`config.mk`:
```
export PLATFORM = sky130hd
export DESIGN_NAME = satc_set_update
export DESIGN_NICKNAME = d
export VERILOG_FILES = /design/src/rtl/satc_pkg.sv /design/src/rtl/satc_set_update.sv
export SDC_FILE = /design/constraint.sdc
export NUM_CORES = 1
export LEC_CHECK = 0
export BUFFER_PORTS_ARGS = -buffer_cell sky130_fd_sc_hd__buf_2
export CORE_AREA = 2 2 139 141
export DETAILED_ROUTE_END_ITERATION = 10
export DIE_AREA = 0 0 141 143
export PLACE_DENSITY = 0.63
export RECOVER_POWER = 100
export SLEW_MARGIN = 20
export SYNTH_ARGS = -nofsm -noshare
export SYNTH_HDL_FRONTEND = slang
export SYNTH_SLANG_ARGS = --single-unit
```
`constraint.sdc`:
```
create_clock -name vclk -period 6
set_input_delay 0.3 -clock vclk [all_inputs]
set_output_delay 0.3 -clock vclk [all_outputs]
set_load 0.05 [all_outputs]
```
`src/rtl/satc_pkg.sv`:
```
// shared types and constants of the set-associative cache tag controller
// cache geometry, operation codes and the per-set row layout; no dependencies

package satc_pkg;

  localparam int unsigned SETS      = 64;  // power of two
  localparam int unsigned WAYS      = 4;   // power of two
  localparam int unsigned ADDR_BITS = 32;

  localparam int unsigned SET_W  = (SETS > 1) ? $clog2(SETS) : 1;
  localparam int unsigned IDX_MAX = $clog2(SETS);
  localparam int unsigned WAY_W  = (WAYS > 1) ? $clog2(WAYS) : 1;
  localparam int unsigned TAG_W  = 32;
  localparam int unsigned LFSR_W = 16;

  localparam logic [LFSR_W-1:0] LFSR_SEED = 16'hACE1;
  localparam logic [LFSR_W-1:0] LFSR_TAPS = 16'hB400;

  typedef enum logic [1:0] {
    OP_READ  = 2'd0,
    OP_WRITE = 2'd1,
    OP_INVAL = 2'd2
  } op_e;

  // configuration register indexes
  typedef enum logic [2:0] {
    REG_OFFSET_BITS    = 3'd0,
    REG_INDEX_BITS     = 3'd1,
    REG_WRITE_BACK     = 3'd2,
    REG_RANDOM_REPLACE = 3'd3,
    REG_HIT_COST       = 3'd4,
    REG_MEMORY_COST    = 3'd5
  } cfg_reg_e;

  typedef struct packed {
    logic             valid;
    logic             dirty;
    logic [WAY_W-1:0] rank;
    logic [TAG_W-1:0] tag;
  } way_t;

  typedef way_t [WAYS-1:0] row_t;

  // outcome of one lookup, from the set update logic to the top level
  typedef struct packed {
    logic hit;
    logic eviction;
    logic dirty_eviction;
    logic invalidated;
  } upd_flags_t;

  // contents of a set that was never written
  function automatic row_t reset_row();
    row_t r;
    for (int w = 0; w < WAYS; w++) begin
      r[w].valid = 1'b0;
      r[w].dirty = 1'b0;
      r[w].rank  = WAY_W'(w);
      r[w].tag   = '0;
    end
    return r;
  endfunction

endpackage

```
`src/rtl/satc_set_update.sv`:
```
// next contents of one cache set for a read, write or snooped invalidation
// compares all ways at once, picks the victim and reorders recency ranks; uses satc_pkg

module satc_set_update import satc_pkg::*; (
  input  row_t              row_i,
  input  logic [1:0]        op_i,
  input  logic [TAG_W-1:0]  tag_i,
  input  logic              write_back_i,
  input  logic              random_replace_i,
  input  logic [LFSR_W-1:0] lfsr_i,
  output row_t              row_o,
  output logic [LFSR_W-1:0] lfsr_o,
  output upd_flags_t        flags_o
);

  function automatic row_t promote(row_t r, logic [WAY_W-1:0] w);
    row_t             n;
    logic [WAY_W-1:0] rk;
    n  = r;
    rk = r[w].rank;
    for (int i = 0; i < WAYS; i++) begin
      if (r[i].rank < rk) n[i].rank = r[i].rank + WAY_W'(1);
    end
    n[w].rank = '0;
    return n;
  endfunction

  function automatic row_t demote(row_t r, logic [WAY_W-1:0] w);
    row_t             n;
    logic [WAY_W-1:0] rk;
    n  = r;
    rk = r[w].rank;
    for (int i = 0; i < WAYS; i++) begin
      if (r[i].rank > rk) n[i].rank = r[i].rank - WAY_W'(1);
    end
    n[w].rank = WAY_W'(WAYS - 1);
    return n;
  endfunction

  logic [WAYS-1:0]   match;
  logic              any_match;
  logic [WAY_W-1:0]  hit_way;
  logic              have_free;
  logic [WAY_W-1:0]  free_way;
  logic [WAY_W-1:0]  free_rank;
  logic [LFSR_W-1:0] lfsr_step;
  logic [WAY_W-1:0]  want_rank;
  logic [WAY_W-1:0]  victim_way;
  logic [WAY_W-1:0]  fill_way;
  logic              is_write;

  always_comb begin
    for (int w = 0; w < WAYS; w++) begin
      match[w] = row_i[w].valid && (row_i[w].tag == tag_i);
    end
  end

  assign any_match = |match;
  assign is_write  = (op_i == OP_WRITE);

  // first matching way
  always_comb begin
    hit_way = '0;
    for (int w = WAYS - 1; w >= 0; w--) begin
      if (match[w]) hit_way = WAY_W'(w);
    end
  end

  // invalid way of lowest rank
  always_comb begin
    have_free = 1'b0;
    free_way  = '0;
    free_rank = '0;
    for (int w = 0; w < WAYS; w++) begin
      if (!row_i[w].valid && (!have_free || row_i[w].rank < free_rank)) begin
        have_free = 1'b1;
        free_way  = WAY_W'(w);
        free_rank = row_i[w].rank;
      end
    end
  end

  assign lfsr_step = lfsr_i[0] ? ((lfsr_i >> 1) ^ LFSR_TAPS) : (lfsr_i >> 1);
  assign want_rank = random_replace_i ? lfsr_step[WAY_W-1:0] : WAY_W'(WAYS - 1);

  always_comb begin
    victim_way = '0;
    for (int w = 0; w < WAYS; w++) begin
      if (row_i[w].rank == want_rank) victim_way = WAY_W'(w);
    end
  end

  assign fill_way = have_free ? free_way : victim_way;

  always_comb begin
    row_o   = row_i;
    lfsr_o  = lfsr_i;
    flags_o = '0;
    unique case (op_i)
      OP_INVAL: begin
        for (int w = 0; w < WAYS; w++) begin
          if (match[w]) begin
            row_o          = demote(row_o, WAY_W'(w));
            row_o[w].valid = 1'b0;
            row_o[w].dirty = 1'b0;
          end
        end
        flags_o.invalidated = any_match;
      end
      OP_READ, OP_WRITE: begin
        if (any_match) begin
          flags_o.hit = 1'b1;
          if (is_write && write_back_i) row_o[hit_way].dirty = 1'b1;
          row_o = promote(row_o, hit_way);
        end else begin
          if (!have_free) begin
            flags_o.eviction       = 1'b1;
            flags_o.dirty_eviction = row_i[victim_way].dirty;
            if (random_replace_i) lfsr_o = lfsr_step;
          end
          row_o[fill_way].tag   = tag_i;
          row_o[fill_way].valid = 1'b1;
          row_o[fill_way].dirty = is_write && write_back_i;
          row_o = promote(row_o, fill_way);
        end
      end
      default: begin
        row_o = row_i;
      end
    endcase
  end

endmodule

```
; ---- Yosys cells after proc, flatten, opt, wreduce, memory -nomap -nowiden
; Index checks and enable logic that the tools add are counted.
[word_totals]
register_bits = 0
input_bits = 196
[op_classes]
add_sub_neg = 20
order_cmp = 28
n_eq_ne = 9
n_mux = 101
bitwise_logic = 1
n_reduce_logical = 21
[ops]
columns = cell, n
row1 = $mux W144, 8
row2 = $bwmux W144, 6
row3 = $demux W36 S2, 6
row4 = $mux W142, 3
row5 = $pmux W144 S2, 1
row6 = $bmux W36 S2, 3
row7 = $mux W34, 4
row8 = $eq A32 B32 Y1, 4
row9 = $mux W35, 3
row10 = $mux W2, 51
row11 = $mux W16, 5
row12 = $mux W36, 1
row13 = $mux W32, 1
row14 = $gt A2 B2 Y1, 12
row15 = $sub A2 B1 Y2 const B, 12
row16 = $lt A2 B2 Y1, 11
row17 = $add A2 B1 Y2 const B, 8
row18 = $logic_and A1 B1 Y1, 10
row19 = $lt A2 B3 Y1 const B, 3
row20 = $mux W1, 8
row21 = $eq A2 B2 Y1, 3
row22 = $logic_not A1 Y1, 5
row23 = $ge A2 B1 Y1 const B, 2
row24 = $not A3 Y4, 1
row25 = 7 further kinds, 9

; ---- Longest topological paths before layout
; Gate-level depths: netlist of the first run.
[logic_depth]
word_depth = 30
ltp_mapped = 28
depth_no_buf = 27

; ---- Worst setup path after synthesis of the first run
; No wires, ideal clock.
[synth_path]
kind = in2out
from = input tag_i[6]
to = output row_o[33] in the netlist's numbering
t_arrival_ns = 6.885
required_ns = 5.700
setup_slack_ns = -1.185
cell_stages = 26
path_buffers = 2
cell_sequence = buf_2 > xor2_1 > nor4_2 > nand4_2 > or3_1 > buf_6 > a211oi_4 > nand2_1 > xnor2_1 > ha_1 > a21oi_1 > a211oi_2 > maj3_1 > xnor2_1 > ha_1 > a21oi_1 > a211oi_2 > maj3_1 > o211a_1 > xnor2_1 > ha_1 > a211oi_1 > nand2_1 > xor2_1 > nand2b_1 > a221oi_1
[synth_lines]
columns = element, line
row1 = "start, declared", satc_set_update.sv:7  ; input logic [TAG_W-1:0] tag_i,
row2 = "end, declared", satc_set_update.sv:11  ; output row_t row_o,

==> results of run 1 <==
## cells by family after synthesis
group | after synthesis
AND/OR/NAND/NOR | 299
adder cells (fa/ha/maj) | 37
AO/OA/AOI/OAI | 135
multiplexers | 113
buffers and inverters | 94
XOR/XNOR | 158
## per-stage QoR
stage	power, W	area (sq um)	cells	setup TNS, ns
CTS	0.001208	8976	1465	-0.4311
finish	0.001231	9161	1472	-0.4021
global route	0.001290	9161	1472	-11.27
global placement	0.001177	8727	1460	-1.736
detailed placement	0.001182	8727	1460	-2.315
floorplan	0.0008227	6222	836	-0.3169
## what timing repair did
action                     4_1_cts  5_1_grt
setup endpoints to repair        6       75
gates resized for setup         38       41
pin swaps                       22       28
buffers inserted                 5        3
## critical path: cells and delay by family
kind                       cells  cell delay, ns
and+or+nand+nor                5            1.16
xor gates and xnor gates       4            0.63
adders and majority gates      5            1.59
AOI/OAI and AO/OA             12            1.74
buffers and inverters          3            0.45
## final cells by class
class                           instances  area, sq um  share of cell area [%]
Timing Repair Buffer                  471         2776                   30.31
Tap cell                              234        292.8                   3.196
Multi-Input combinational cell        742         6003                   65.53
Inverter                               21        78.83                  0.8604
Antenna cell                            4        10.01                  0.1093
## layer usage
metal,track usage [%],vias up
met1,32.35,3710
met5,0,-
met3,8.115,90
met2,53.38,450
met4,11.89,6
li1,-,3751
## power groups by stage
stage	Combinational [W]	Sequential (W)	Clock (W)
6_report	0.00123	0	0.0000000000895
5_1_grt	0.00129	0	0.0000000000893
4_1_cts	0.00121	0	0
3_5_place_dp	0.00118	0	0
3_3_place_gp	0.00118	0	0
2_1_floorplan	0.000823	0	0
## worst paths after layout
| check | slack (ns) | to | startpoint |
|---|---|---|---|
| worst max-delay path | -0.18 | row_o[105] | row_i[21] |
| worst min-delay path | 0.99 | row_o[26] | row_i[26] |
## Yosys cell counts, types with 3 or more instances
| master | n | share of area [%] |
|---|---|---|
| sky130_fd_sc_hd__xor2_1 | 39 | 5.6 |
| sky130_fd_sc_hd__buf_2 | 46 | 3.8 |
| sky130_fd_sc_hd__o31a_1 | 4 | 0.57 |
| sky130_fd_sc_hd__a211oi_2 | 4 | 0.82 |
| sky130_fd_sc_hd__o31ai_1 | 5 | 0.62 |
| sky130_fd_sc_hd__inv_1 | 18 | 1.1 |
| sky130_fd_sc_hd__a21o_1 | 4 | 0.49 |
| sky130_fd_sc_hd__xnor2_1 | 117 | 17 |
| sky130_fd_sc_hd__buf_6 | 8 | 1.5 |
| sky130_fd_sc_hd__mux2i_1 | 4 | 0.66 |
| sky130_fd_sc_hd__a211oi_1 | 10 | 1.2 |
| sky130_fd_sc_hd__a211o_1 | 3 | 0.43 |
| sky130_fd_sc_hd__a31oi_1 | 3 | 0.31 |
| sky130_fd_sc_hd__nand2b_1 | 9 | 0.92 |
| sky130_fd_sc_hd__o221ai_1 | 5 | 0.72 |
| sky130_fd_sc_hd__nor2_1 | 40 | 2.5 |
| sky130_fd_sc_hd__nor3_1 | 15 | 1.2 |
| sky130_fd_sc_hd__or3_1 | 6 | 0.62 |
| sky130_fd_sc_hd__buf_4 | 5 | 0.62 |
| sky130_fd_sc_hd__clkbuf_1 | 14 | 0.86 |
| sky130_fd_sc_hd__nor4_2 | 11 | 2.3 |
| sky130_fd_sc_hd__maj3_1 | 5 | 0.82 |
| sky130_fd_sc_hd__and2_1 | 7 | 0.72 |
| sky130_fd_sc_hd__nand2_1 | 137 | 8.4 |
| sky130_fd_sc_hd__mux2_2 | 76 | 14 |
| sky130_fd_sc_hd__a21oi_1 | 40 | 3.3 |
| sky130_fd_sc_hd__nand3b_1 | 3 | 0.37 |
| sky130_fd_sc_hd__nand3_1 | 8 | 0.66 |
| sky130_fd_sc_hd__nor4_1 | 8 | 0.82 |
| sky130_fd_sc_hd__nor3_2 | 3 | 0.49 |
| sky130_fd_sc_hd__nor2b_1 | 8 | 0.82 |
| sky130_fd_sc_hd__nand4_1 | 28 | 2.9 |
| sky130_fd_sc_hd__ha_1 | 31 | 6.4 |
| sky130_fd_sc_hd__o21ai_0 | 22 | 1.8 |
| sky130_fd_sc_hd__mux2_1 | 33 | 6.1 |
| sky130_fd_sc_hd__a221o_1 | 3 | 0.49 |
| sky130_fd_sc_hd__nor3b_1 | 3 | 0.37 |
==> summary.txt, run 1 <==
Status
  • Status: complete, but fails checks
  • Violated checks: setup timing

Floorplan
  • Core box area: 18580 sq um
  • Starting density of the core: 32.81%
  • Number of standard-cell rows in the floorplan: 50
  • Chip width: 141 microns
  • Num ports: 360
  • Die Span Y: 143 microns
  • Overall die area: 20160 sq um

Yosys
  • Mapped cell area: 6096 sq um
  • Mean cell area of the mapped netlist: 7.292 sq um
  • Gate Count Post-Synth: 836
  • Area fraction in compound gates after synthesis: 15.99%
  • Post-synthesis simple-gate area fraction: 24.77%
  • Sequential-to-total area share from yosys stat: 0%
  • Post-Synthesis Net Count: 1063
  • Combinational family with the most area after synthesis: simple AND/OR/NAND/NOR gates
  • Multiplexer area fraction after synthesis: 20.79%
  • Yosys synthesis warning count: 0
  • Xor-xnor portion of the synthesized cell area: 23.05%
  • Area share of fa/ha/maj cells after synthesis: 7.369%
  • Unique masters post-synth: 77

Route
  • Wire length per cell: 21.69 microns
  • Vias after detailed routing: 8007
  • Top metal layer carrying routed signals: met5
  • Avg Vias per Cell: 5.440
  • Routed wl met2: 15.89 mm
  • DRT met1 WL: 11.49 mm
  • DR DRC count: 0
  • Count of antenna-violating nets left after detailed routing: 0
  • Number of DRC violations after detailed-routing iteration 0: 493
  • Detailed-route wire length: 31.94 mm
  • WL met3: 3.063 mm
  • Length of the first detailed-routing pass in iterations: 6

STA
  • Hold Fails Final Rpt: 0
  • Final Max Tran Viols: 0
  • Final critical path time including I/O delays and setup: 6.181 ns
  • Fmax: 161.8 MHz
  • Worst relative slew slack: 32.54%
  • Final worst-path cycle share: 103.0%
  • Slack of the critical path: -0.1805 ns
  • RSZ-0062 raised after global routing: yes
  • Final setup violation count: 5
  • Least-Margin Pin Slew: 1.010 ns
  • Worst hold slack: 0.9887 ns

Place
  • HPWL after detailed placement: 26.83 mm
  • Setup Slack @ Placement: -0.5366 ns
  • Count of buffers from port buffering: 360
  • Final weighted congestion of routability-driven global placement: 1.001

Global route
  • Maximum number of pins on one net before global-route repair: 35
  • Total routing resource utilization after global routing: 29.37%
  • First-pass GRT wire length: 45.31 mm
  • Antenna violations before repair: 10
  • Remaining Overflow, GRT: 0
  • Vias in the first global route: 7741

Pwr
  • Cell-internal power: 0.0004030 W
  • Static leakage power: 4.136 nW
  • Proportion of power drawn by the clock network: 0%
  • Power per standard cell area: 134.3 nW/um^2
  • Sw Ratio: 67.25%
  • Net switching component of the power: 0.0008275 W
  • Maximum vdd drop: 149.5 uV
  • Sequential fraction of design power: 0%
  • Part of the power in combinational logic: 100.0%

Min path
  • WHS Path Cells: 4
  • Path category of the worst min-delay check: in -> out

Run
  • Max cap viols: 0

Setup path
  • Largest fanout on the critical path: 3
  • Max stage delay on crit path: 0.41 ns
  • Launching element type of the critical path: input pin
  • Critical setup path kind: in -> out
  • Critical path data required time: 5.70 ns
  • Slowest stage cell on the critical path: sky130_fd_sc_hd__nor4_2
  • Endpoint kind of the worst setup timing path: output pin
  • Worst endpoint data arrival time: 5.88 ns

Finish
  • Utilization after layout: 49.31%
  • Ratio of cells with drive above 1 in the final layout: 49.11%
  • Flip-flop and latch count: 0
  • Total of clock buffers placed in the layout: 0
  • Leading cell types in the layout, fill and taps excluded: sky130_fd_sc_hd__buf_2, sky130_fd_sc_hd__nand2_1, sky130_fd_sc_hd__xnor2_1
  • Final nets: 1463
  • Most common library cell in the layout ignoring fill and taps: sky130_fd_sc_hd__buf_2
  • Synthesis-to-finish area growth: 50.29%
  • Layout filler cell count: 1860
  • Area occupied by registers: 0 sq um

Clock network
  • Hold buffers post-CTS: 0
(Power assumes the default switching activity.)
==> inputs of run 2 (changes only) <==
- CORE_AREA: 2 2 139 141 -> 3 3 140 142
- DIE_AREA: 0 0 141 143 -> 0 0 143 145
- PLACE_DENSITY: 0.63 -> 0.69
==> summary.txt, run 2 (synthesis gave the netlist of run 1 again) <==
Global route
  • Total routing resource utilization after global routing: 28.66% (was 29.37%)
  • Maximum number of pins on one net before global-route repair: 35 (unchanged)
  • Antenna violations before repair: 8 (was 10)
  • Remaining Overflow, GRT: 0 (unchanged)
  • First-pass GRT wire length: 46.26 mm (was 45.31 mm)
  • Vias in the first global route: 7847 (was 7741)

Pwr
  • Part of the power in combinational logic: 100.0% (about the same)
  • Sw Ratio: 67.22% (was 67.25%)
  • Net switching component of the power: 0.0008229 W (was 0.0008275 W)
  • Maximum vdd drop: 166.6 uV (was 149.5 uV)
  • Static leakage power: 4.107 nW (was 4.136 nW)
  • Power per standard cell area: 133.6 nW/um^2 (was 134.3 nW/um^2)
  • Cell-internal power: 0.0004013 W (was 0.0004030 W)
  • Sequential fraction of design power: 0% (about the same)
  • Proportion of power drawn by the clock network: 0% (about the same)

Finish
  • Leading cell types in the layout, fill and taps excluded: sky130_fd_sc_hd__buf_2, sky130_fd_sc_hd__nand2_1, sky130_fd_sc_hd__xnor2_1 (unchanged)
  • Synthesis-to-finish area growth: 50.37% (was 50.29%)
  • Most common library cell in the layout ignoring fill and taps: sky130_fd_sc_hd__buf_2 (unchanged)
  • Final nets: 1461 (was 1463)
  • Post-route insts no fill: 1469 (was 1472)
  • Ratio of cells with drive above 1 in the final layout: 49.19% (was 49.11%)
  • Layout filler cell count: 1896 (was 1860)
  • Area occupied by registers: 0 sq um (unchanged)
  • Total of clock buffers placed in the layout: 0 (unchanged)
  • Utilization after layout: 49.33% (was 49.31%)
  • Flip-flop and latch count: 0 (unchanged)

Setup path
  • Endpoint kind of the worst setup timing path: output pin (unchanged)
  • Critical setup path kind: in -> out (unchanged)
  • Slowest stage cell on the critical path: sky130_fd_sc_hd__or3_4 (was sky130_fd_sc_hd__nor4_2)
  • Worst endpoint data arrival time: 5.85 ns (was 5.88 ns)
  • Max stage delay on crit path: 0.43 ns (was 0.41 ns)
  • Largest fanout on the critical path: 3 (unchanged)
  • Launching element type of the critical path: input pin (unchanged)
  • Bufs and invs on worst path: 6 (was 3)
  • Family with the most delay on the worst path: adder cells (was compound AO/OA/AOI/OAI gates)
  • Critical path data required time: 5.70 ns (about the same)

Min path
  • WHS Path Cells: 4 (unchanged)
  • Hold EP: row_o[11] (was row_o[26])
  • Path category of the worst min-delay check: in -> out (unchanged)
  • Hold_sp: row_i[11] (was row_i[26])

STA
  • RSZ-0062 raised after global routing: yes (unchanged)
  • Final worst-path cycle share: 102.4% (was 103.0%)
  • Setup_tns: -0.4127 ns (was -0.4021 ns)
  • Least-Margin Pin Slew: 1.137 ns (was 1.010 ns)
  • Final critical path time including I/O delays and setup: 6.147 ns (was 6.181 ns)
  • Final Max Tran Viols: 0 (unchanged)
  • Slack of the critical path: -0.1465 ns (was -0.1805 ns)
  • Hold Fails Final Rpt: 0 (unchanged)
  • Fmax: 162.7 MHz (was 161.8 MHz)
  • Final setup violation count: 5 (unchanged)
  • Worst relative slew slack: 24.07% (was 32.54%)

Route
  • Vias after detailed routing: 8053 (was 8007)
  • Length of the first detailed-routing pass in iterations: 5 (was 6)
  • Number of DRC violations after detailed-routing iteration 0: 587 (was 493)
  • Avg Vias per Cell: 5.482 (was 5.440)
  • DR DRC count: 0 (unchanged)
  • Count of antenna-violating nets left after detailed routing: 0 (unchanged)
  • Detailed-route wire length: 31.77 mm (was 31.94 mm)
  • Wire length per cell: 21.63 microns (was 21.69 microns)

Floorplan
  • Num ports: 360 (unchanged)
  • Starting density of the core: 32.81% (unchanged)
  • Overall die area: 20740 sq um (was 20160 sq um)
  • Number of standard-cell rows in the floorplan: 50 (unchanged)
  • Core box area: 18580 sq um (unchanged)
  • Die Span Y: 145 microns (was 143 microns)
  • Chip width: 143 microns (was 141 microns)

Run
  • Max cap viols: 0 (unchanged)

Clock network
  • Hold buffers post-CTS: 0 (unchanged)

Status
  • Violated checks: setup timing (unchanged)
  • Status: complete, but fails checks (unchanged)

Place
  • Final weighted congestion of routability-driven global placement: 1.013 (was 1.001)
  • Number of cells in the design after placement: 1461 (was 1460)
  • Count of buffers from port buffering: 360 (unchanged)
  • Setup Slack @ Placement: -0.4737 ns (was -0.5366 ns)
  • HPWL after detailed placement: 26.83 mm (about the same)
## run 2: power by group through the flow
stage / clock, W / sequential (W) / combinational (W)
floorplan: 0 / 0 / 0.000823
global placement: 0 / 0 / 0.00116
detailed placement: 0 / 0 / 0.00117
CTS: 0 / 0 / 0.00120
global route: 0.0000000000445 / 0 / 0.00129
finish: 0.0000000000668 / 0 / 0.00122
## run 2: worst max path at each step
stage | startpoint | endpoint | slack [ns] | depth (start not counted)
after floorplan | tag_i[21] | row_o[33] | -0.16 | 27
after global placement | tag_i[21] | row_o[105] | -0.39 | 28
after detailed placement | tag_i[21] | row_o[33] | -0.47 | 30
after CTS | tag_i[19] | row_o[105] | -0.17 | 30
after global routing | tag_i[11] | row_o[33] | -0.42 | 30
final | tag_i[11] | row_o[33] | -0.15 | 30
## run 2: layer usage
metal	wire [microns]	global-route usage, %
met5	50	0
met1	11390	32.02
met3	2389	5.801
met2	16330	52.37
met4	1619	11.07
## run 2: metrics by stage
step                cell area [sq um]  power [W]  hold slack, ns
floorplan                        6222  0.0008227          0.8776
global placement                 8722   0.001164           1.001
detailed placement               8722   0.001172           1.001
CTS                              8922   0.001196          0.9942
global route                     9164   0.001288           1.028
finish                           9166   0.001224          0.9891
## run 2: area by class of cell
class                      instances  area (sq um)  area share, %
multi-input combinational        742          6042          65.92
tap                              234         292.8          3.194
inverter                          21         78.83         0.8600
antenna                            3         7.507        0.08190
timing repair buffer             469          2745          29.95
## run 2: repair_timing
| action | CTS | global route |
|---|---|---|
| resized for setup | 33 | 50 |
| pin swaps | 19 | 25 |
| setup buffers | 2 | 3 |
| endpoints found under the setup margin | 6 | 41 |
